==> src/design/yolo_grid_cell_decoder_macros.svh <==
// ---------------------------------------------------------------------------
// yolo grid cell decoder assertion macros
// shared concurrent assertion forms for the decoder modules
// ---------------------------------------------------------------------------
`ifndef YOLO_GRID_CELL_DECODER_MACROS_SVH
`define YOLO_GRID_CELL_DECODER_MACROS_SVH

// condition must never hold out of reset
`define YGCD_ASSERT_NEVER(lbl, clk, rst_n, cond) \
  lbl: assert property (@(posedge clk) disable iff (!rst_n) !(cond)) \
    else $error("assertion failed");

// antecedent implies consequent on the next cycle
`define YGCD_ASSERT_NEXT(lbl, clk, rst_n, ante, cons) \
  lbl: assert property (@(posedge clk) disable iff (!rst_n) (ante) |=> (cons)) \
    else $error("assertion failed");

`endif

==> src/design/ygcd_pkg.sv <==
// ---------------------------------------------------------------------------
// ygcd_pkg
// types, tables and register codes of the grid cell decoder
// ---------------------------------------------------------------------------
`timescale 1ns / 1ps
`default_nettype none
package ygcd_pkg;

  localparam logic [2:0] CFG_OBJ_THR     = 3'd0;
  localparam logic [2:0] CFG_CONF_THR    = 3'd1;
  localparam logic [2:0] CFG_CLASS_COUNT = 3'd2;
  localparam logic [2:0] CFG_RATIO_W     = 3'd3;
  localparam logic [2:0] CFG_RATIO_H     = 3'd4;

  localparam logic [15:0] SIG_TAB [17] = '{
    16'd32768, 16'd40794, 16'd47910, 16'd53581, 16'd57724, 16'd60565,
    16'd62428, 16'd63615, 16'd64357, 16'd64816, 16'd65097, 16'd65269,
    16'd65374, 16'd65438, 16'd65476, 16'd65500, 16'd65514
  };

  localparam logic [9:0] ANCHOR_ROM [4][6] = '{
    '{10'd10,  10'd13,  10'd16,  10'd30,  10'd33,  10'd23},
    '{10'd30,  10'd61,  10'd62,  10'd45,  10'd59,  10'd119},
    '{10'd116, 10'd90,  10'd156, 10'd198, 10'd373, 10'd326},
    '{10'd436, 10'd615, 10'd739, 10'd380, 10'd925, 10'd792}
  };

  typedef struct packed {
    logic [15:0] cx_prob;
    logic [15:0] cy_prob;
    logic [15:0] w_prob;
    logic [15:0] h_prob;
    logic [15:0] best_prob;
    logic [7:0]  best_class;
    logic [7:0]  grid_col;
    logic [7:0]  grid_row;
    logic [1:0]  scale;
    logic [1:0]  anchor;
  } ygcd_job_t;

  typedef enum logic [2:0] {
    BK_IDLE, BK_SQ, BK_ANC, BK_EDGE, BK_MUL, BK_FIN, BK_DONE
  } ygcd_back_state_t;

endpackage
`default_nettype wire

==> src/design/ygcd_queue.sv <==
// ---------------------------------------------------------------------------
// ygcd_queue
// two-entry queue of qualified cells between front and back
// ---------------------------------------------------------------------------
`timescale 1ns / 1ps
`default_nettype none
module ygcd_queue (
  input  wire logic                clk,
  input  wire logic                rst_n,
  input  wire logic                push_i,
  input  ygcd_pkg::ygcd_job_t      wdata,
  input  wire logic                pop_i,
  output ygcd_pkg::ygcd_job_t      rdata,
  output logic                     empty_o,
  output logic                     full_o
);
  import ygcd_pkg::*;
  `include "yolo_grid_cell_decoder_macros.svh"

  ygcd_job_t  mem_r [2];
  logic       wr_ptr_r, rd_ptr_r;
  logic [1:0] cnt_r;

  assign empty_o = (cnt_r == 2'd0);
  assign full_o  = (cnt_r == 2'd2);
  assign rdata   = mem_r[rd_ptr_r];

  always_ff @(posedge clk) begin
    if (push_i) mem_r[wr_ptr_r] <= wdata;
  end

  always_ff @(posedge clk) begin
    if (!rst_n) begin
      wr_ptr_r <= 1'b0;
      rd_ptr_r <= 1'b0;
      cnt_r    <= '0;
    end else begin
      if (push_i) wr_ptr_r <= ~wr_ptr_r;
      if (pop_i) rd_ptr_r <= ~rd_ptr_r;
      cnt_r <= cnt_r + 2'(push_i) - 2'(pop_i);
    end
  end

  `YGCD_ASSERT_NEVER(a_no_overflow, clk, rst_n, push_i && full_o && !pop_i)
  `YGCD_ASSERT_NEVER(a_no_underflow, clk, rst_n, pop_i && empty_o)
  `YGCD_ASSERT_NEXT(a_fill_one, clk, rst_n, push_i && !pop_i && empty_o, cnt_r == 2'd1)

endmodule
`default_nettype wire

==> config.mk <==
export PLATFORM = sky130hd
export DESIGN_NAME = ygcd_queue
export DESIGN_NICKNAME = d
export VERILOG_FILES = /design/src/design/ygcd_pkg.sv /design/src/design/ygcd_queue.sv
export VERILOG_INCLUDE_DIRS = /design/src /design/src/design
export SDC_FILE = /design/constraint.sdc
export NUM_CORES = 1
export LEC_CHECK = 0
export BUFFER_PORTS_ARGS = -buffer_cell sky130_fd_sc_hd__buf_2
export CORE_UTILIZATION = 55
export CTS_CLUSTER_SIZE = 12
export DETAILED_ROUTE_END_ITERATION = 6
export HOLD_SLACK_MARGIN = 0.1
export MAX_ROUTING_LAYER = met4
export PLACE_DENSITY = 0.94
export SLEW_MARGIN = 5
export SYNTH_ARGS = -nofsm -noshare
export SYNTH_HDL_FRONTEND = slang
export SYNTH_SLANG_ARGS = --single-unit
==> constraint.sdc <==
create_clock -name clk -period 14.7 [get_ports clk]
set_input_delay 2.94 -clock clk [delete_from_list [all_inputs] [get_ports clk]]
set_output_delay 2.94 -clock clk [all_outputs]
set_load 0.01 [all_outputs]
# Word-level counts from Yosys, hierarchy flattened
# Memories as Yosys holds them, arrays and structs flattened. A register that Yosys moved wholly into a read port is not among the register bits.
# Cells that the tools add are included.
# totals
word_cells	14
out_inout_bits	110
ram_bits	216
mem_count	1
inputBits	112
register_bits	4
# op_classes
addsub	2
n_bitwise	2
eq_ne	1
reduce_logical	1
n_mux	4
# memory_table
name	depth	word_bits	rd	rd_ports_with_merged_regs	write_ports	line_no	source
mem_r	2	108	1	1	1	ygcd_queue.sv:20	ygcd_job_t mem_r [2];
# op_table
cell	n
2-to-1 mux 1 bit	4
adder 2 x 1 -> 2 bit	1
== test 2 bit, second input constant	1
zero test 2 bit	1
inverter 1 bit	2
subtractor 2 x 1 -> 2 bit	1

# Longest topological paths before layout
# logic_depth
ltp_word	3
mapped_depth	6
ltp_nobuf	6

# Worst setup path after synthesis
# OpenSTA, ideal clock, no wires.
# synth_path
path_kind	in2reg
from	input port push_i
to	memory mem_r[0][0] (netlist name) (enable)
path_buffers	0
setup_time_ns	0.589
t_required_ns	14.111
cell_stages	1
arrival_ns	7.665
slack_ns	6.446
cell_sequence	nor2b_1
# synth_via
elab_chain_cells	2
# synth_rtl
item	line_no	source
from (decl)	ygcd_queue.sv:10	input wire logic push_i,
2-to-1 mux 1 bit	ygcd_queue.sv:29	if (push_i) mem_r[wr_ptr_r] <= wdata;
2-to-1 mux 1 bit (implied by the code)	ygcd_queue.sv:29	
to (decl)	ygcd_queue.sv:20	
# No other way between the ends.

==> impl_metrics.json <==
{
  "status": "complete, no violations",
  "dieWidth_um": 123.3,
  "start_util": 0.5738,
  "vias": 4055,
  "first_global_vias": 4242,
  "nNetsFinal": 709,
  "crit_slowest_cell": "dfxtp_4",
  "ios": 222,
  "most-common-layout-cells": "221 x buf_2, 216 x edfxtp_1, 88 x mux2_2",
  "grt_max_degree": 65,
  "worst-path-max-fanout": 64,
  "p_per_area_nw_per_um2": 138.3,
  "finalSetupTns_ns": 0,
  "met1_usage": 0.2146,
  "final_layout_size_suffix_gt1_frac": 0.5980,
  "final_antenna_net_count": 0,
  "dpl_cell_area_um2": 9378,
  "finalHoldViolations": 0,
  "syn-cell-area_um2": 8088,
  "crit_family": "buffers and inverters",
  "drt_first_pass_iters": 4,
  "slew_headroom": 0.4349,
  "cp-end-kind": "output port",
  "clockBufferDepth": 3,
  "busiest_layer": "met2",
  "syn_inst": 357,
  "seq_area_um2": 6590,
  "period_share": 0.3827,
  "syn_avg_cell_area_um2": 22.65,
  "final_common_cell": "buf_2",
  "skew_ns": 0.007940,
  "ir_worst_vdd_uv": 114.0,
  "h-tree-depth": 1,
  "core_um2": 14100,
  "use_met3": 0.04797,
  "max_freq_mhz": 177.7,
  "min_period_ns": 5.626,
  "numCtsBuffers": 23,
  "holdBufCountCts": 0,
  "leakage_uw": 0.003826,
  "synthToLayoutAreaGrowth_pct": 24.04,
  "path_cells": "buf_4, mux2_2, buf_2",
  "slew_viol_final": 0,
  "final_util": 0.7117,
  "ys_ff_latch": 221,
  "grtUsageTotal": 0.1918,
  "hp-class": "reg2reg",
  "grt_antenna_before_repair": 2,
  "cts_sinks": 221,
  "die_area_um2": 15190,
  "multi_input_area_um2": 1419,
  "cts_root_buffer": "clkbuf_16",
  "grt_pass1_wl_um": 20980,
  "ys_warn_count": 0,
  "clkTransAtPathRegs_ns": 0.06,
  "vias_per_cell": 5.139,
  "dp_hpwl_um": 9442,
  "rsz0062_at_grt": "no",
  "cpPeakStageDelay_ns": 0.77,
  "synth.distinct_cells": 14,
  "totalWireLength_um": 14450,
  "worst_pin_slew_ns": 0.8476,
  "place.gp.congestion": 0.7252,
  "portBuffers": 221,
  "fill_cells": 920,
  "maxCapViolCount": 0,
  "cp.arrival_ns": 2.69,
  "grtUsageMet2": 0.3376,
  "start_kind": "flop",
  "path_buf_inv": 2,
  "syn_nets": 471,
  "postLayoutCellArea_um2": 10030,
  "clkLatencyLatePin_ns": 0.49,
  "worstSetupPathType": "reg2out",
  "setup_viol": 0,
  "worst_ep_required_time_ns": 11.76,
  "cts_tree": "done",
  "cts_repair_resize_count": 0,
  "post_drt_wl_per_cell_um": 18.31,
  "drc": 0,
  "num_rows": 43,
  "yosysSeqAreaShare": 0.8144,
  "drt_iter0_markers": 225,
  "die_y_um": 123.3,
  "cts_setup_buffers": 0,
  "gr-total-overflow": 0
}
-- metal layers --
layer | part of all wire | wire length (µm) | vias up
met5 | 0 | 0 | -
met4 | 0.022 | 320 | 0
met3 | 0.074 | 1064 | 25
met2 | 0.53 | 7634 | 164
met1 | 0.38 | 5428 | 1973
li1 | - | - | 1893
-- through the flow --
stage	setup slack [ns]	total power (µW)	cells	hold slack [ns]
after global routing	8.936	1438	789	0.6151
after CTS	9.025	1403	787	0.5846
after floorplan	6.446	839.1	357	0.5546
after detailed placement	9.560	897.8	750	0.5745
final	9.074	1387	789	0.5812
after global placement	9.589	890.6	750	0.5700
-- cells by family (layout without fill, tap and decap cells) --
| logic type | count (synthesis) | after routing | synth area share |
|---|---|---|---|
| AO/OA/AOI/OAI | 1 | 1 | 0.0009286 |
| buffers and inverters | 14 | 264 | 0.01145 |
| multiplexers | 108 | 108 | 0.1597 |
| flip-flops | 221 | 221 | 0.8144 |
| other | 0 | 2 | 0 |
| adder cells (fa/ha/maj) | 2 | 2 | 0.003094 |
| XOR/XNOR | 2 | 2 | 0.003868 |
| AND/OR/NAND/NOR | 9 | 9 | 0.006651 |
-- area by class of cell --
| type | count | share of cell area |
|---|---|---|
| flip-flops and latches | 221 | 0.6569 |
| multi-input cells | 122 | 0.1414 |
| repair buffers | 225 | 0.1132 |
| clock buffers | 33 | 0.06211 |
| well taps | 180 | 0.02245 |
| clock inverters | 4 | 0.002619 |
| inverters | 2 | 0.0007483 |
| diodes | 2 | 0.0004989 |
-- worst reg2reg max path: cells and delay by family (launching register included) --
| family | cells | cell delay (ns) |
|---|---|---|
| DFF | 1 | 0.38 |
| and+or+nand+nor | 1 | 0.58 |
| buffers and inverters | 1 | 0.75 |
-- final timing paths --
path                                endpoint  slack (ns)     start  cells after the start
worst max-delay path               rdata[46]        9.07      flop                      3
worst min register to register      rd_ptr_r        0.58  rd_ptr_r                      2
worst max register to register  mem_r[1][31]       12.52  wr_ptr_r                      2
worst min-delay path                rd_ptr_r        0.58  rd_ptr_r                      2
-- cell usage after synthesis --
cell	count	area share
ha_1	2	0.0031
nor2_1	1	0.00046
buf_6	4	0.0056
mux2_4	20	0.037
dfxtp_1	5	0.012
xor2_1	1	0.0011
buf_2	8	0.0050
inv_1	2	0.00093
and2_1	4	0.0031
nor2b_1	4	0.0031
mux2_2	88	0.12
o21a_1	1	0.00093
edfxtp_1	216	0.80
xnor3_1	1	0.0028
-- flip-flops by register name, summed over array words and instances (netlist names), named ones only --
register	cells
mem_r	216
rd_ptr_r	1
cnt_r	2
wr_ptr_r	1
-- power by group --
part	leakage (µW)	total, µW	switching, µW	internal (µW)
sequential	0.00207	743	13.6	729
clock	0.000316	504	212	293
combinational	0.00144	140	69.2	70.8
(Power assumes the default switching activity.)
