==> src/design/yolo_grid_cell_decoder_macros.svh <==
// ---------------------------------------------------------------------------
// yolo grid cell decoder assertion macros
// shared concurrent assertion forms for the decoder modules
// ---------------------------------------------------------------------------
`ifndef YOLO_GRID_CELL_DECODER_MACROS_SVH
`define YOLO_GRID_CELL_DECODER_MACROS_SVH

// condition must never hold out of reset
`define YGCD_ASSERT_NEVER(lbl, clk, rst_n, cond) \
  lbl: assert property (@(posedge clk) disable iff (!rst_n) !(cond)) \
    else $error("assertion failed");

// antecedent implies consequent on the next cycle
`define YGCD_ASSERT_NEXT(lbl, clk, rst_n, ante, cons) \
  lbl: assert property (@(posedge clk) disable iff (!rst_n) (ante) |=> (cons)) \
    else $error("assertion failed");

`endif

==> src/design/ygcd_pkg.sv <==
// ---------------------------------------------------------------------------
// ygcd_pkg
// types, tables and register codes of the grid cell decoder
// ---------------------------------------------------------------------------
`timescale 1ns / 1ps
`default_nettype none
package ygcd_pkg;

  localparam logic [2:0] CFG_OBJ_THR     = 3'd0;
  localparam logic [2:0] CFG_CONF_THR    = 3'd1;
  localparam logic [2:0] CFG_CLASS_COUNT = 3'd2;
  localparam logic [2:0] CFG_RATIO_W     = 3'd3;
  localparam logic [2:0] CFG_RATIO_H     = 3'd4;

  localparam logic [15:0] SIG_TAB [17] = '{
    16'd32768, 16'd40794, 16'd47910, 16'd53581, 16'd57724, 16'd60565,
    16'd62428, 16'd63615, 16'd64357, 16'd64816, 16'd65097, 16'd65269,
    16'd65374, 16'd65438, 16'd65476, 16'd65500, 16'd65514
  };

  localparam logic [9:0] ANCHOR_ROM [4][6] = '{
    '{10'd10,  10'd13,  10'd16,  10'd30,  10'd33,  10'd23},
    '{10'd30,  10'd61,  10'd62,  10'd45,  10'd59,  10'd119},
    '{10'd116, 10'd90,  10'd156, 10'd198, 10'd373, 10'd326},
    '{10'd436, 10'd615, 10'd739, 10'd380, 10'd925, 10'd792}
  };

  typedef struct packed {
    logic [15:0] cx_prob;
    logic [15:0] cy_prob;
    logic [15:0] w_prob;
    logic [15:0] h_prob;
    logic [15:0] best_prob;
    logic [7:0]  best_class;
    logic [7:0]  grid_col;
    logic [7:0]  grid_row;
    logic [1:0]  scale;
    logic [1:0]  anchor;
  } ygcd_job_t;

  typedef enum logic [2:0] {
    BK_IDLE, BK_SQ, BK_ANC, BK_EDGE, BK_MUL, BK_FIN, BK_DONE
  } ygcd_back_state_t;

endpackage
`default_nettype wire

==> src/design/ygcd_front.sv <==
// ---------------------------------------------------------------------------
// ygcd_front
// sigmoid per logit, channel tracking, best class search, cell qualification
// ---------------------------------------------------------------------------
`timescale 1ns / 1ps
`default_nettype none
module ygcd_front #(
  parameter int MAX_CLASSES = 80,
  parameter int NUM_SCALES  = 3
) (
  input  wire logic              clk,
  input  wire logic              rst_n,
  input  wire logic              item_valid,
  input  wire logic signed [15:0] logit_value,
  input  wire logic [7:0]        grid_col,
  input  wire logic [7:0]        grid_row,
  input  wire logic [1:0]        scale_index,
  input  wire logic [1:0]        anchor_index,
  input  wire logic              cell_end,
  input  wire logic [15:0]       obj_thr,
  input  wire logic [15:0]       conf_thr,
  input  wire logic [7:0]        class_count,
  output logic                   job_push,
  output ygcd_pkg::ygcd_job_t    job
);
  import ygcd_pkg::*;

  logic [7:0]  pos_r, pos_nxt;
  logic [15:0] cx_r, cy_r, w_r, h_r, obj_r, best_r;
  logic [7:0]  bcls_r;
  logic        neg, big;
  logic [16:0] mag;
  logic [3:0]  seg;
  logic [8:0]  frac;
  logic [15:0] t0, t1, diff;
  logic [24:0] prod;
  logic [16:0] interp, v, vn;
  logic [15:0] s;
  logic [7:0]  cnt, cls;
  logic        take;
  logic [15:0] obj_nxt, best_nxt;
  logic [7:0]  bcls_nxt;

  always_comb begin
    neg    = logit_value[15];
    mag    = neg ? 17'(17'd65536 - {1'b0, logit_value}) : {1'b0, logit_value};
    big    = mag >= 17'd8192;
    seg    = mag[12:9];
    frac   = mag[8:0];
    t0     = SIG_TAB[{1'b0, seg}];
    t1     = SIG_TAB[5'({1'b0, seg}) + 5'd1];
    diff   = t1 - t0;
    prod   = 25'(diff) * 25'(frac);
    interp = {1'b0, t0} + 17'(prod >> 9);
    v      = big ? 17'd65535 : interp;
    vn     = neg ? 17'(17'd65536 - v) : v;
    s      = (vn > 17'd65535) ? 16'hffff : vn[15:0];

    cnt  = (class_count < 8'(MAX_CLASSES)) ? class_count : 8'(MAX_CLASSES);
    cls  = pos_r - 8'd5;
    take = (pos_r >= 8'd5) && (cls < cnt) && ((pos_r == 8'd5) || (s > best_r));
    best_nxt = take ? s : best_r;
    bcls_nxt = take ? cls : bcls_r;
    obj_nxt  = (pos_r == 8'd4) ? s : obj_r;
    pos_nxt  = (pos_r == 8'hff) ? 8'hff : pos_r + 8'd1;

    job_push = item_valid && cell_end && (pos_nxt > 8'd5) && (cnt != 8'd0) &&
               (obj_nxt > obj_thr) && (best_nxt > conf_thr);

    job.cx_prob    = cx_r;
    job.cy_prob    = cy_r;
    job.w_prob     = w_r;
    job.h_prob     = h_r;
    job.best_prob  = best_nxt;
    job.best_class = bcls_nxt;
    job.grid_col   = grid_col;
    job.grid_row   = grid_row;
    job.scale      = ({1'b0, scale_index} >= 3'(NUM_SCALES)) ? 2'(NUM_SCALES - 1)
                                                             : scale_index;
    job.anchor     = (anchor_index == 2'd3) ? 2'd2 : anchor_index;
  end

  always_ff @(posedge clk) begin
    if (!rst_n) begin
      pos_r  <= '0;
      cx_r   <= '0;
      cy_r   <= '0;
      w_r    <= '0;
      h_r    <= '0;
      obj_r  <= '0;
      best_r <= '0;
      bcls_r <= '0;
    end else if (item_valid) begin
      if (pos_r == 8'd0) cx_r <= s;
      if (pos_r == 8'd1) cy_r <= s;
      if (pos_r == 8'd2) w_r  <= s;
      if (pos_r == 8'd3) h_r  <= s;
      obj_r <= obj_nxt;
      if (cell_end) begin
        pos_r  <= '0;
        best_r <= '0;
        bcls_r <= '0;
      end else begin
        pos_r  <= pos_nxt;
        best_r <= best_nxt;
        bcls_r <= bcls_nxt;
      end
    end
  end

endmodule
`default_nettype wire

==> config.mk <==
export PLATFORM = sky130hd
export DESIGN_NAME = ygcd_front
export DESIGN_NICKNAME = d
export VERILOG_FILES = /design/src/design/yolo_grid_cell_decoder_macros.svh /design/src/design/ygcd_pkg.sv /design/src/design/ygcd_front.sv
export SDC_FILE = /design/constraint.sdc
export NUM_CORES = 1
export LEC_CHECK = 0
export CORE_ASPECT_RATIO = 1.2
export CORE_MARGIN = 2
export CORE_UTILIZATION = 60
export CTS_CLUSTER_DIAMETER = 50
export DETAILED_ROUTE_END_ITERATION = 8
export DONT_BUFFER_PORTS = 1
export PLACE_DENSITY_LB_ADDON = 0.2
export SLEW_MARGIN = 5
export SYNTH_ARGS = -nofsm -noshare
export SYNTH_HDL_FRONTEND = slang
export SYNTH_SLANG_ARGS = --single-unit
==> constraint.sdc <==
create_clock -name clk -period 26.3 [get_ports clk]
set_clock_uncertainty 0.2 [all_clocks]
set_input_delay 5.26 -clock clk [delete_from_list [all_inputs] [get_ports clk]]
set_output_delay 5.26 -clock clk [all_outputs]
set_load 0.005 [all_outputs]
# [Word level (Yosys, flattened, before mapping)]
# Memory sizes are Yosys's and may differ from the RTL's.
# Index checks and enable logic that the tools add are counted.
[word_totals] reg_bits=112 romBits=1024 in_bits=80 out_inout_bits=109 word_cells=71 n_memories=2
[mem_list] memory="(no name shown)" words=32 width=16 rd=1 rd_ports_with_merged_regs=0 wr=0 line_no="ygcd_front.sv:51" text="t1 = SIG_TAB[5'({1'b0, seg}) + 5'd1];"
[mem_list] memory="(no name shown)" words=32 width=16 rd=1 rd_ports_with_merged_regs=0 wr=0 line_no="ygcd_front.sv:50" text="t0 = SIG_TAB[{1'b0, seg}];"
[op_classes] add_sub_neg=7 mul=1 n_lt_le_gt_ge=12 n_eq_ne=7 mux=18 bitwise_logic=2 reduce_logical=14
[op_table] op="two-way mux 16 bit" n=8
[op_table] op="two-way mux 17 bit" n=3
[op_table] op="greater-than comparator 16 bit" n=3
[op_table] op="two-way mux 8 bit" n=5
[op_table] op="multiplier 16 x 9 -> 25 bit" n=1
[op_table] op="adder 16 x 16 -> 17 bit" n=1
[op_table] op=">= comparator 17 x 14 -> 1 bit, second input constant" n=1
[op_table] op="greater-than comparator 17 x 16 -> 1 bit, second input constant" n=1
[op_table] op="subtractor 17 x 16 -> 17 bit, first input constant" n=1
[op_table] op="subtractor 17 bit, first input constant" n=1
[op_table] op="equality test 8 x 2 -> 1 bit, second input constant" n=2
[op_table] op="equality test 8 x 3 -> 1 bit, second input constant" n=2
[op_table] op="subtractor 16 bit" n=1
[op_table] op=">= comparator 6 bit, second input constant" n=2
[op_table] op="adder 8 x 1 -> 8 bit, second input constant" n=1
[op_table] op="equality test 8 x 1 -> 1 bit, second input constant" n=1
[op_table] op="equality test 8 bit, second input constant" n=1
[op_table] op=">= comparator 8 x 3 -> 1 bit, second input constant" n=1
[op_table] op="greater-than comparator 8 x 3 -> 1 bit, second input constant" n=1
[op_table] op="logical NOT 8 bit" n=1
[op_table] op="< comparator 8 x 7 -> 1 bit, second input constant" n=1
[op_table] op="< comparator 8 bit" n=1
[op_table] op="AND reduction 2 bit" n=4
[op_table] op="nonzero test 8 bit" n=1
[op_table] op="other kinds (9)" n=16

# [Longest topological paths before layout]
# Gate-level depths: netlist (run 1).
[logic_depth] ltp_word=21 depth_mapped=75 mapped_depth_nobuf=71

# [Worst setup path after synthesis (run 1)]
# Ideal clock, no wire load.
[synth_timing] path_kind="input to output" start="input logit_value[6]" end="output job_push" t_arrival_ns=20.110 setup_slack_ns=0.730 stages=70 path_buffers=4 cell_sequence="or4_1 > o21a_1 > xor2_1 > ha_1 > inv_1 > ha_1 > clkbuf_1 > buf_1 > o21ai_0 > nand2_1 > ha_1 > inv_1 > fa_1 > a21o_1 > a21oi_1 > o21bai_1 > a211o_1 > a31oi_1 > [34 not listed] > a221oi_1 > a311oi_1 > a221oi_1 > o221ai_2 > clkbuf_1 > clkbuf_1 > o31ai_1 > ha_1 > a21o_1 > a21oi_1 > nor2b_1 > o21ai_0 > nand2b_1 > a21oi_1 > nor2b_1 > o21ai_0 > a21oi_1 > o21a_1"
[synth_lines] item="start: declaration" line_no="ygcd_front.sv:14" text="input wire logic signed [15:0] logit_value,"
[synth_lines] item="end: declaration" line_no="ygcd_front.sv:23" text="output logic job_push,"

# [Final worst setup path (run 1)]
[layout_timing] start="input logit_value[6]" end="output job_push"
[layout_between] elab_chain_len=21 elab_cells_between_ends=29
[layout_lines] item="subtractor 17 x 16 -> 17 bit" line_no="ygcd_front.sv:46" text="mag = neg ? 17'(17'd65536 - {1'b0, logit_value}) : {1'b0, logit_value};"
[layout_lines] item="two-way mux 17 bit (*)" line_no="ygcd_front.sv:46"
[layout_lines] item="adder 4 x 1 -> 5 bit" line_no="ygcd_front.sv:51"
[layout_lines] item="inverter 5 -> 6 bit (implied by the code)" line_no="ygcd_front.sv:51"
[layout_lines] item="memory (32 x 16 bit)"
[layout_lines] item="two-way mux 16 bit (implied by the code) (2 in series)" line_no="ygcd_front.sv:51"
[layout_lines] item="subtractor 16 bit" line_no="ygcd_front.sv:52" text="diff = t1 - t0;"
[layout_lines] item="multiplier 16 x 9 -> 25 bit" line_no="ygcd_front.sv:53" text="prod = 25'(diff) * 25'(frac);"
[layout_lines] item="[5 not listed]"
[layout_lines] item="two-way mux 16 bit (*)" line_no="ygcd_front.sv:57" text="s = (vn > 17'd65535) ? 16'hffff : vn[15:0];"
[layout_lines] item="named net s[13]" line_no="ygcd_front.sv:38" text="logic [15:0] s;"
[layout_lines] item="greater-than comparator 16 bit" line_no="ygcd_front.sv:61" text="take = (pos_r >= 8'd5) && (cls < cnt) && ((pos_r == 8'd5) || (s > best_r));"
[layout_lines] item="logical OR 1 bit" line_no="ygcd_front.sv:61"
[layout_lines] item="logical AND 1 bit" line_no="ygcd_front.sv:61"
[layout_lines] item="two-way mux 16 bit" line_no="ygcd_front.sv:62" text="best_nxt = take ? s : best_r;"
[layout_lines] item="greater-than comparator 16 bit" line_no="ygcd_front.sv:68" text="(obj_nxt > obj_thr) && (best_nxt > conf_thr);"
[layout_lines] item="logical AND 1 bit (*)" line_no="ygcd_front.sv:68"
# The timed path passes the listed nets; every way through them passes the cells marked *. The select of a mux whose other input is x is not followed.

==> results.ini, run 1 <==
[layout]
final_common_cell=inv_1
finalNonFillerCells=2025
fillCellCount=2034
multi_input_area_sq_mm=0.0103
nets=2063
syn_to_final_growth_pct=6.82
diodes=0
drive_gt1_frac=0.0939
final-seq-area_sq_mm=0.00224
final_cell_mix=inv_1 (191), nand2_1 (175), nor2_1 (161), ha_1 (140), o21ai_0 (127)

[logic_synthesis]
synth-compound-area-share=0.210
synth_fp_nets=2083
synth_edf_count=0
synth-seq-area-share=0.166
synth.avg_cell_area_sq_um=7.67
muxShareOfSynthArea=0.0103
synth.cell_area_sq_mm=0.0135
synth.distinct_cells=83
yosys.area_share.xor_xnor=0.0435
ys_warn_count=0
synth_seq_cells=112
synth_top_family_by_area=adder cells
async_flop_share=0
synth_ff_type=dfxtp_1
synthCells=1761
synthAdderAreaFrac=0.280
yosys.area_share.simple=0.201

[drt]
vias_per_cell=6.13
routedWlPerCell_um=19.5
ant_nets=0
drt_iter0_markers=862
via_count=12410
drtPass1Iterations=5
drc=0
postRouteWirelength_um=39500

[timing]
fmax_mhz=39.1
finalHoldViolCount=0
min_period_over_period=0.972
rsz0062_at_grt=false
tightest_slew_ns=1.16
relSlewSlack=0.225
setup_viol=0
period_needed_ns=25.56
maxSlewViolCount=0

[critical_path]
crit_path_start_kind=input pin
endpoint_kind=output port
timing.rr.end=best_r[12]
arrival_ns=20.10
crit_type=in -> out
critPathTopFamily=compound AO/OA/AOI/OAI gates
path_max_fanout=30
slowest_stage=or4_4
critPathBufInv=8
required_ns=20.84
ff2ff_path_depth=12
cp_slowest_stage_delay_ns=0.57
r2r-start=pos_r[0]
crit_top_cell=ha_1
r2r_setup_slack_ns=22.02

[outcome]
status=completed

[placed_design]
dpl.cell_count=2009
post-dp-hpwl_um=32200
portBuffers=0
place.gp.congestion=1.04

[cts]
htree_num_levels=3
cts_made_buffers=9
cts_tree=built
path_clk_slew_ns=0.07
root_buffer=clkbuf_16
cts.path.max_buffers=2
clock-sinks=112
clock_latency_ns=0.35

[min_path]
worstHoldPathType=reg -> reg
min_to=obj_r[12]
hp-start=obj_r[12]
hold-path-cell-count=2

[die]
start_util=0.605
rows=60
ioPinCount=189
fp.dieW_um=141
fp.coreArea_sq_mm=0.0223
die_h_um=168
die_area_sq_mm=0.0237

[global_routing]
grt_overflow_total=0
grt_pass1_vias=12418
grt_max_degree=75
grt_pass1_wl_um=62900
grt_usage=0.330
antenna_found_initial=0

[flow_run]
maxCapViolations=0

Yosys cell counts (all sizes together) (4+ instances only):
cell | instances | area [sq um]
or4 | 4 | 33.8
o211ai | 31 | 233
o21bai | 7 | 52.6
nand3 | 57 | 285
nor2 | 163 | 614
clkbuf | 73 | 274
or3 | 12 | 75.1
o31a | 4 | 35.0
nor2b | 18 | 113
and3 | 10 | 62.6
a21oi | 108 | 544
mux2 | 7 | 78.8
and4 | 5 | 43.8
nor3 | 29 | 171
buf | 30 | 195
a31o | 6 | 52.6
ha | 142 | 1780
nand4 | 16 | 100
o31ai | 10 | 75.1
clkinv | 4 | 15.0
o22ai | 5 | 31.3
o21ai | 162 | 826
mux2i | 6 | 60.1
a21o | 27 | 203
a22oi | 9 | 67.6
a31oi | 11 | 83.8
fa | 100 | 2000
and2 | 15 | 96.3
a21boi | 5 | 37.5
nand2 | 175 | 657
a211oi | 14 | 105
dfxtp | 112 | 2240
nand2b | 31 | 194
xor2 | 30 | 263
inv | 191 | 717
nor4 | 13 | 96.3
or2 | 20 | 125
xnor2 | 37 | 324
o21a | 20 | 150
sequential cells by signal, summed over array words and instances (netlist names):
register	count
bcls_r	8
best_r	16
cx_r	16
cy_r	16
h_r	16
obj_r	16
pos_r	8
w_r	16
metrics by stage:
step                instance area (sq um)  hold slack [ns]   util  setup slack [ns]  setup TNS, ns
floorplan                           13500            0.232      -             0.730              0
finish                              14400            0.262  0.647             0.738              0
global placement                    14000            0.245  0.626             0.220              0
CTS                                 14300            0.258  0.640            0.0290              0
detailed placement                  14000            0.249  0.626            -0.224         -0.224
global route                        14400            0.282  0.647            0.0245              0
cell type report:
type                       instances  area share
timing repair buffer              72      0.0386
clock inverter                     6     0.00416
clock buffer                      10      0.0159
multi-input combinational       1351       0.711
sequential                       112       0.155
inverter                         195      0.0508
tap                              279      0.0242
worst register-to-register path: cells and delay by family, from the launching register on:
kind,cells,cell delay (ns)
fa+ha+maj,2,0.59
simple gates,4,0.93
flops,1,0.53
compound gates,4,1.57
buf+inv,2,0.39
worst max path at each step:
stage                     cells past startpoint  endpoint           start  slack (ns)
final                                        62  job_push  logit_value[6]        0.74
after global routing                         65  job_push  logit_value[6]        0.02
after CTS                                    62  job_push  logit_value[2]        0.03
after detailed placement                     62  job_push  logit_value[6]       -0.22
after global placement                       61  job_push  logit_value[6]        0.22
after floorplan                              70  job_push  logit_value[6]        0.73
cell families after synthesis:
| kind of cell | after synthesis |
|---|---|
| xor+xnor | 67 |
| buf+inv | 298 |
| fa+ha+maj | 242 |
| compound gates | 455 |
| simple gates | 573 |
| other cells | 1 |
| mux | 13 |
| flops | 112 |
metal layers:
layer	share of wire	up-vias	global-route usage
met5	0	-	0
met4	0.051	0	0.153
met3	0.049	108	0.0313
met2	0.53	440	0.631
met1	0.37	5924	0.366
li1	-	5938	-
what timing repair did:
action	in CTS	in global routing
pin swaps	0	4
setup endpoints to repair	1	1
hold buffers	0	0
setup buffers	0	0
gates resized for setup	2	45
Power of run 1 is left out: the tool's default activity adds up to more than one toggle a clock period on the data nets, which glitch-free logic cannot reach.
==> run 2: changes to the inputs <==
Settings changed: MAX_ROUTING_LAYER set to met4.
==> results.ini, run 2 (same netlist as run 1, synthesis figures left out) <==
[die]
die_area_sq_mm=0.0237  ; unchanged
start_util=0.605  ; unchanged
rows=60  ; unchanged
ioPinCount=189  ; unchanged
fp.coreArea_sq_mm=0.0223  ; unchanged
fp.dieW_um=141  ; unchanged
die_h_um=168  ; unchanged

[cts]
htree_num_levels=3  ; unchanged
clock-sinks=112  ; unchanged
clock_latency_ns=0.36  ; about the same
cts.path.max_buffers=2  ; unchanged
cts_made_buffers=9  ; unchanged
root_buffer=clkbuf_16
cts_tree=built
path_clk_slew_ns=0.08  ; about the same

[timing]
setup_viol=0  ; unchanged
worst_slack_ns=0.977  ; +0.239 ns
min_period_over_period=0.963  ; -0.00907
maxSlewViolCount=0  ; unchanged
finalHoldViolCount=0  ; unchanged
tightest_slew_ns=1.39  ; +0.230 ns
tns_ns=0  ; unchanged
period_needed_ns=25.32  ; -0.239 ns
fmax_mhz=39.5  ; +0.94%
relSlewSlack=0.0477  ; -0.177

[global_routing]
grt_pass1_wl_um=62600  ; -0.54%
grt_overflow_total=0  ; unchanged
grt_usage=0.340  ; +0.00916
grt_max_degree=75  ; unchanged
grt_pass1_vias=12423  ; +0.040%
antenna_found_initial=0  ; unchanged

[flow_run]
maxCapViolations=0  ; unchanged

[placed_design]
post-dp-hpwl_um=31900  ; -0.92%
place.gp.congestion=0.976  ; -6.5%
pre_cts_ws_ns=-0.193  ; +0.0308 ns
portBuffers=0  ; unchanged

[layout]
multi_input_area_sq_mm=0.0102  ; -0.39%
drive_gt1_frac=0.0966  ; +0.00272
final_common_cell=inv_1
diodes=0  ; unchanged
fillCellCount=2029  ; -0.25%
final_util=0.650  ; +0.00326
final_cell_mix=inv_1 (191), nand2_1 (175), nor2_1 (162), ha_1 (141), o21ai_0 (132)
final-seq-area_sq_mm=0.00224  ; unchanged
syn_to_final_growth_pct=7.36
nets=2076  ; +0.63%

[drt]
ant_nets=0  ; unchanged
vias_per_cell=6.14  ; +0.25%
drc=0  ; unchanged
postRouteWirelength_um=39200  ; -0.73%
routedWlPerCell_um=19.2  ; -1.4%
drt_iter0_markers=918  ; +6.5%
drtPass1Iterations=5  ; unchanged
via_count=12521  ; +0.89%

[critical_path]
required_ns=20.84  ; about the same
crit_type=in -> out
crit_path_start_kind=input pin
arrival_ns=19.86  ; -0.24 ns
cp_slowest_stage_delay_ns=0.59  ; +0.02 ns
path_max_fanout=12  ; -60%
slowest_stage=or4_4
endpoint_kind=output port

[outcome]
status=completed

[min_path]
worstHoldPathType=reg -> reg

==> run 2: layout make-up <==
type,instances,area share
flip-flops and latches,112,0.155
multi-input cells,1352,0.705
repair buffers,84,0.0435
inverters,195,0.0505
clock buffers,9,0.0155
clock inverters,7,0.00708
well taps,279,0.0241
==> run 2: repair_timing <==
action | CTS | global route
gates resized for setup | 3 | 29
setup buffers | 0 | 8
hold endpoints to repair | 0 | 0
endpoints found under the setup margin | 1 | 1
hold buffers | 0 | 0
cloned | 0 | 1
pin swaps | 0 | 5
==> run 2: path summary, 6_finish.rpt <==
check | endpoint | slack [ns] | startpoint | cells after the start
setup / recovery | job_push | 0.98 | logit_value[2] | 67
hold / removal | obj_r[12] | 0.26 | obj_r[12] | 2
setup reg to reg | best_r[4] | 21.75 | pos_r[0] | 13
hold reg to reg | obj_r[12] | 0.26 | obj_r[12] | 2
==> run 2: through the flow <==
step,hold slack (ns),cells,cell area (sq um)
detailed placement,0.246,2013,14000
global route,0.289,2038,14500
floorplan,0.232,1761,13500
CTS,0.260,2029,14300
global placement,0.243,2013,14000
finish,0.261,2038,14500
==> run 2: critical path, delay by kind of cell <==
kind / cells / cell delay [ns]
adder cells (fa/ha/maj): 10 / 3.83
AND/OR/NAND/NOR: 13 / 2.65
AO/OA/AOI/OAI: 33 / 6.65
buffers and inverters: 8 / 0.92
XOR/XNOR: 3 / 0.53
==> run 2: routing by layer <==
layer | global-route usage | wire, um | vias to the layer above
met4 | 0.164 | 2080 | 0
met5 | - | 0 | -
met2 | 0.629 | 20600 | 453
met1 | 0.356 | 14600 | 5965
li1 | - | - | 5986
met3 | 0.0395 | 1940 | 117
Power of run 2 is left out for the same reason.
==> run 3: changes to the inputs <==
Clock period 26.3 ns to 27.6 ns, I/O delays scaled along.
==> results.ini, run 3 (same netlist as run 1, synthesis figures left out) <==
[outcome]
status=completed

[flow_run]
maxCapViolations=0  ; unchanged

[min_path]
worstHoldPathType=reg -> reg

[global_routing]
grt_pass1_wl_um=60300  ; -3.6%
grt_usage=0.322  ; -0.0171
antenna_found_initial=0  ; unchanged
grt_pass1_vias=12245  ; -1.4%
grt_max_degree=75  ; unchanged
grt_overflow_total=0  ; unchanged

[timing]
relSlewSlack=0.141  ; +0.0938
tightest_slew_ns=1.29  ; -0.105 ns
min_period_over_period=0.966
setup_viol=0  ; unchanged
period_needed_ns=26.67
maxSlewViolCount=0  ; unchanged
fmax_mhz=37.5
finalHoldViolCount=0  ; unchanged

[layout]
fillCellCount=1991  ; -1.9%
final_util=0.640  ; -0.0104
diodes=0  ; unchanged
final_common_cell=inv_1
nets=2054  ; -1.1%
drive_gt1_frac=0.0800  ; -0.0166
final_cell_mix=inv_1 (190), nand2_1 (175), nor2_1 (162), ha_1 (141), o21ai_0 (134)
syn_to_final_growth_pct=5.64

[drt]
vias_per_cell=6.14  ; about the same
drt_iter0_markers=929  ; +1.2%
drc=0  ; unchanged
drtPass1Iterations=6  ; +1
postRouteWirelength_um=37700  ; -3.9%
routedWlPerCell_um=18.7  ; -2.8%
ant_nets=0  ; unchanged
via_count=12379  ; -1.1%

[cts]
htree_num_levels=3  ; unchanged
cts_made_buffers=9  ; unchanged
path_clk_slew_ns=0.08  ; about the same
root_buffer=clkbuf_16
cts_tree=built
clock-sinks=112  ; unchanged
cts.path.max_buffers=2  ; unchanged
cts_hold_buf=0  ; unchanged
clock_latency_ns=0.37  ; about the same

[critical_path]
crit_path_start_kind=input pin
crit_top_cell=a21oi_1
cp_slowest_stage_delay_ns=0.68  ; +0.09 ns
required_ns=21.88  ; +1.04 ns
slowest_stage=or4_1
path_max_fanout=27  ; +15
crit_type=in -> out
arrival_ns=20.95  ; +1.09 ns
endpoint_kind=output port
r2r_setup_slack_ns=23.32  ; +1.57 ns

[placed_design]
post-dp-hpwl_um=30200  ; -5.5%
portBuffers=0  ; unchanged
place.gp.congestion=0.961  ; -1.5%

[die]
fp.coreArea_sq_mm=0.0223  ; unchanged
ioPinCount=189  ; unchanged
start_util=0.605  ; unchanged
rows=60  ; unchanged
die_area_sq_mm=0.0237  ; unchanged
fp.dieW_um=141  ; unchanged
die_h_um=168  ; unchanged

==> run 3: path summary, 6_finish.rpt <==
path,cells past startpoint,end,start
max reg2reg,14,best_r[7],pos_r[0]
min,2,obj_r[12],obj_r[12]
max,68,job_push,logit_value[6]
min reg2reg,2,obj_r[12],obj_r[12]
==> run 3: what timing repair did <==
item,CTS,global route
gates resized for setup,0,22
hold endpoints to repair,0,0
endpoints found under the setup margin,0,1
setup buffers,0,1
==> run 3: stage by stage <==
| step | hold slack, ns | area (sq um) | setup TNS (ns) | cells | worst slack, ns |
|---|---|---|---|---|---|
| 4_1_cts | 0.256 | 14200 | 0 | 2015 | 0.195 |
| 6_report | 0.256 | 14300 | 0 | 2016 | 0.928 |
| 2_1_floorplan | 0.232 | 13500 | 0 | 1761 | 1.51 |
| 3_5_place_dp | 0.247 | 13900 | 0 | 1999 | 0.256 |
| 5_1_grt | 0.288 | 14300 | -0.0293 | 2016 | -0.0293 |
| 3_3_place_gp | 0.241 | 13900 | 0 | 1999 | 0.780 |
==> run 3: layout make-up <==
| class | instances | area [sq um] | area share |
|---|---|---|---|
| Clock buffer | 9 | 225 | 0.0158 |
| Clock inverter | 7 | 103 | 0.00719 |
| Inverter | 195 | 734 | 0.0515 |
| Multi-Input combinational cell | 1351 | 10100 | 0.710 |
| Sequential cell | 112 | 2240 | 0.157 |
| Tap cell | 279 | 349 | 0.0245 |
| Timing Repair Buffer | 63 | 480 | 0.0337 |
==> run 3: metal layers <==
metal	vias up	routed length (um)	share of wire	global-route usage
met3	129	1900	0.050	0.0356
met5	-	0	0	-
met4	0	1930	0.051	0.155
li1	5919	-	-	-
met1	5869	14500	0.39	0.357
met2	462	19300	0.51	0.578
==> run 3: worst max-delay path, delay by kind of cell <==
kind	cells	cell delay [ns]
xor+xnor	3	0.59
buf+inv	9	1.10
fa+ha+maj	10	3.86
compound gates	33	7.23
simple gates	13	2.59
Power of run 3 is left out for the same reason.
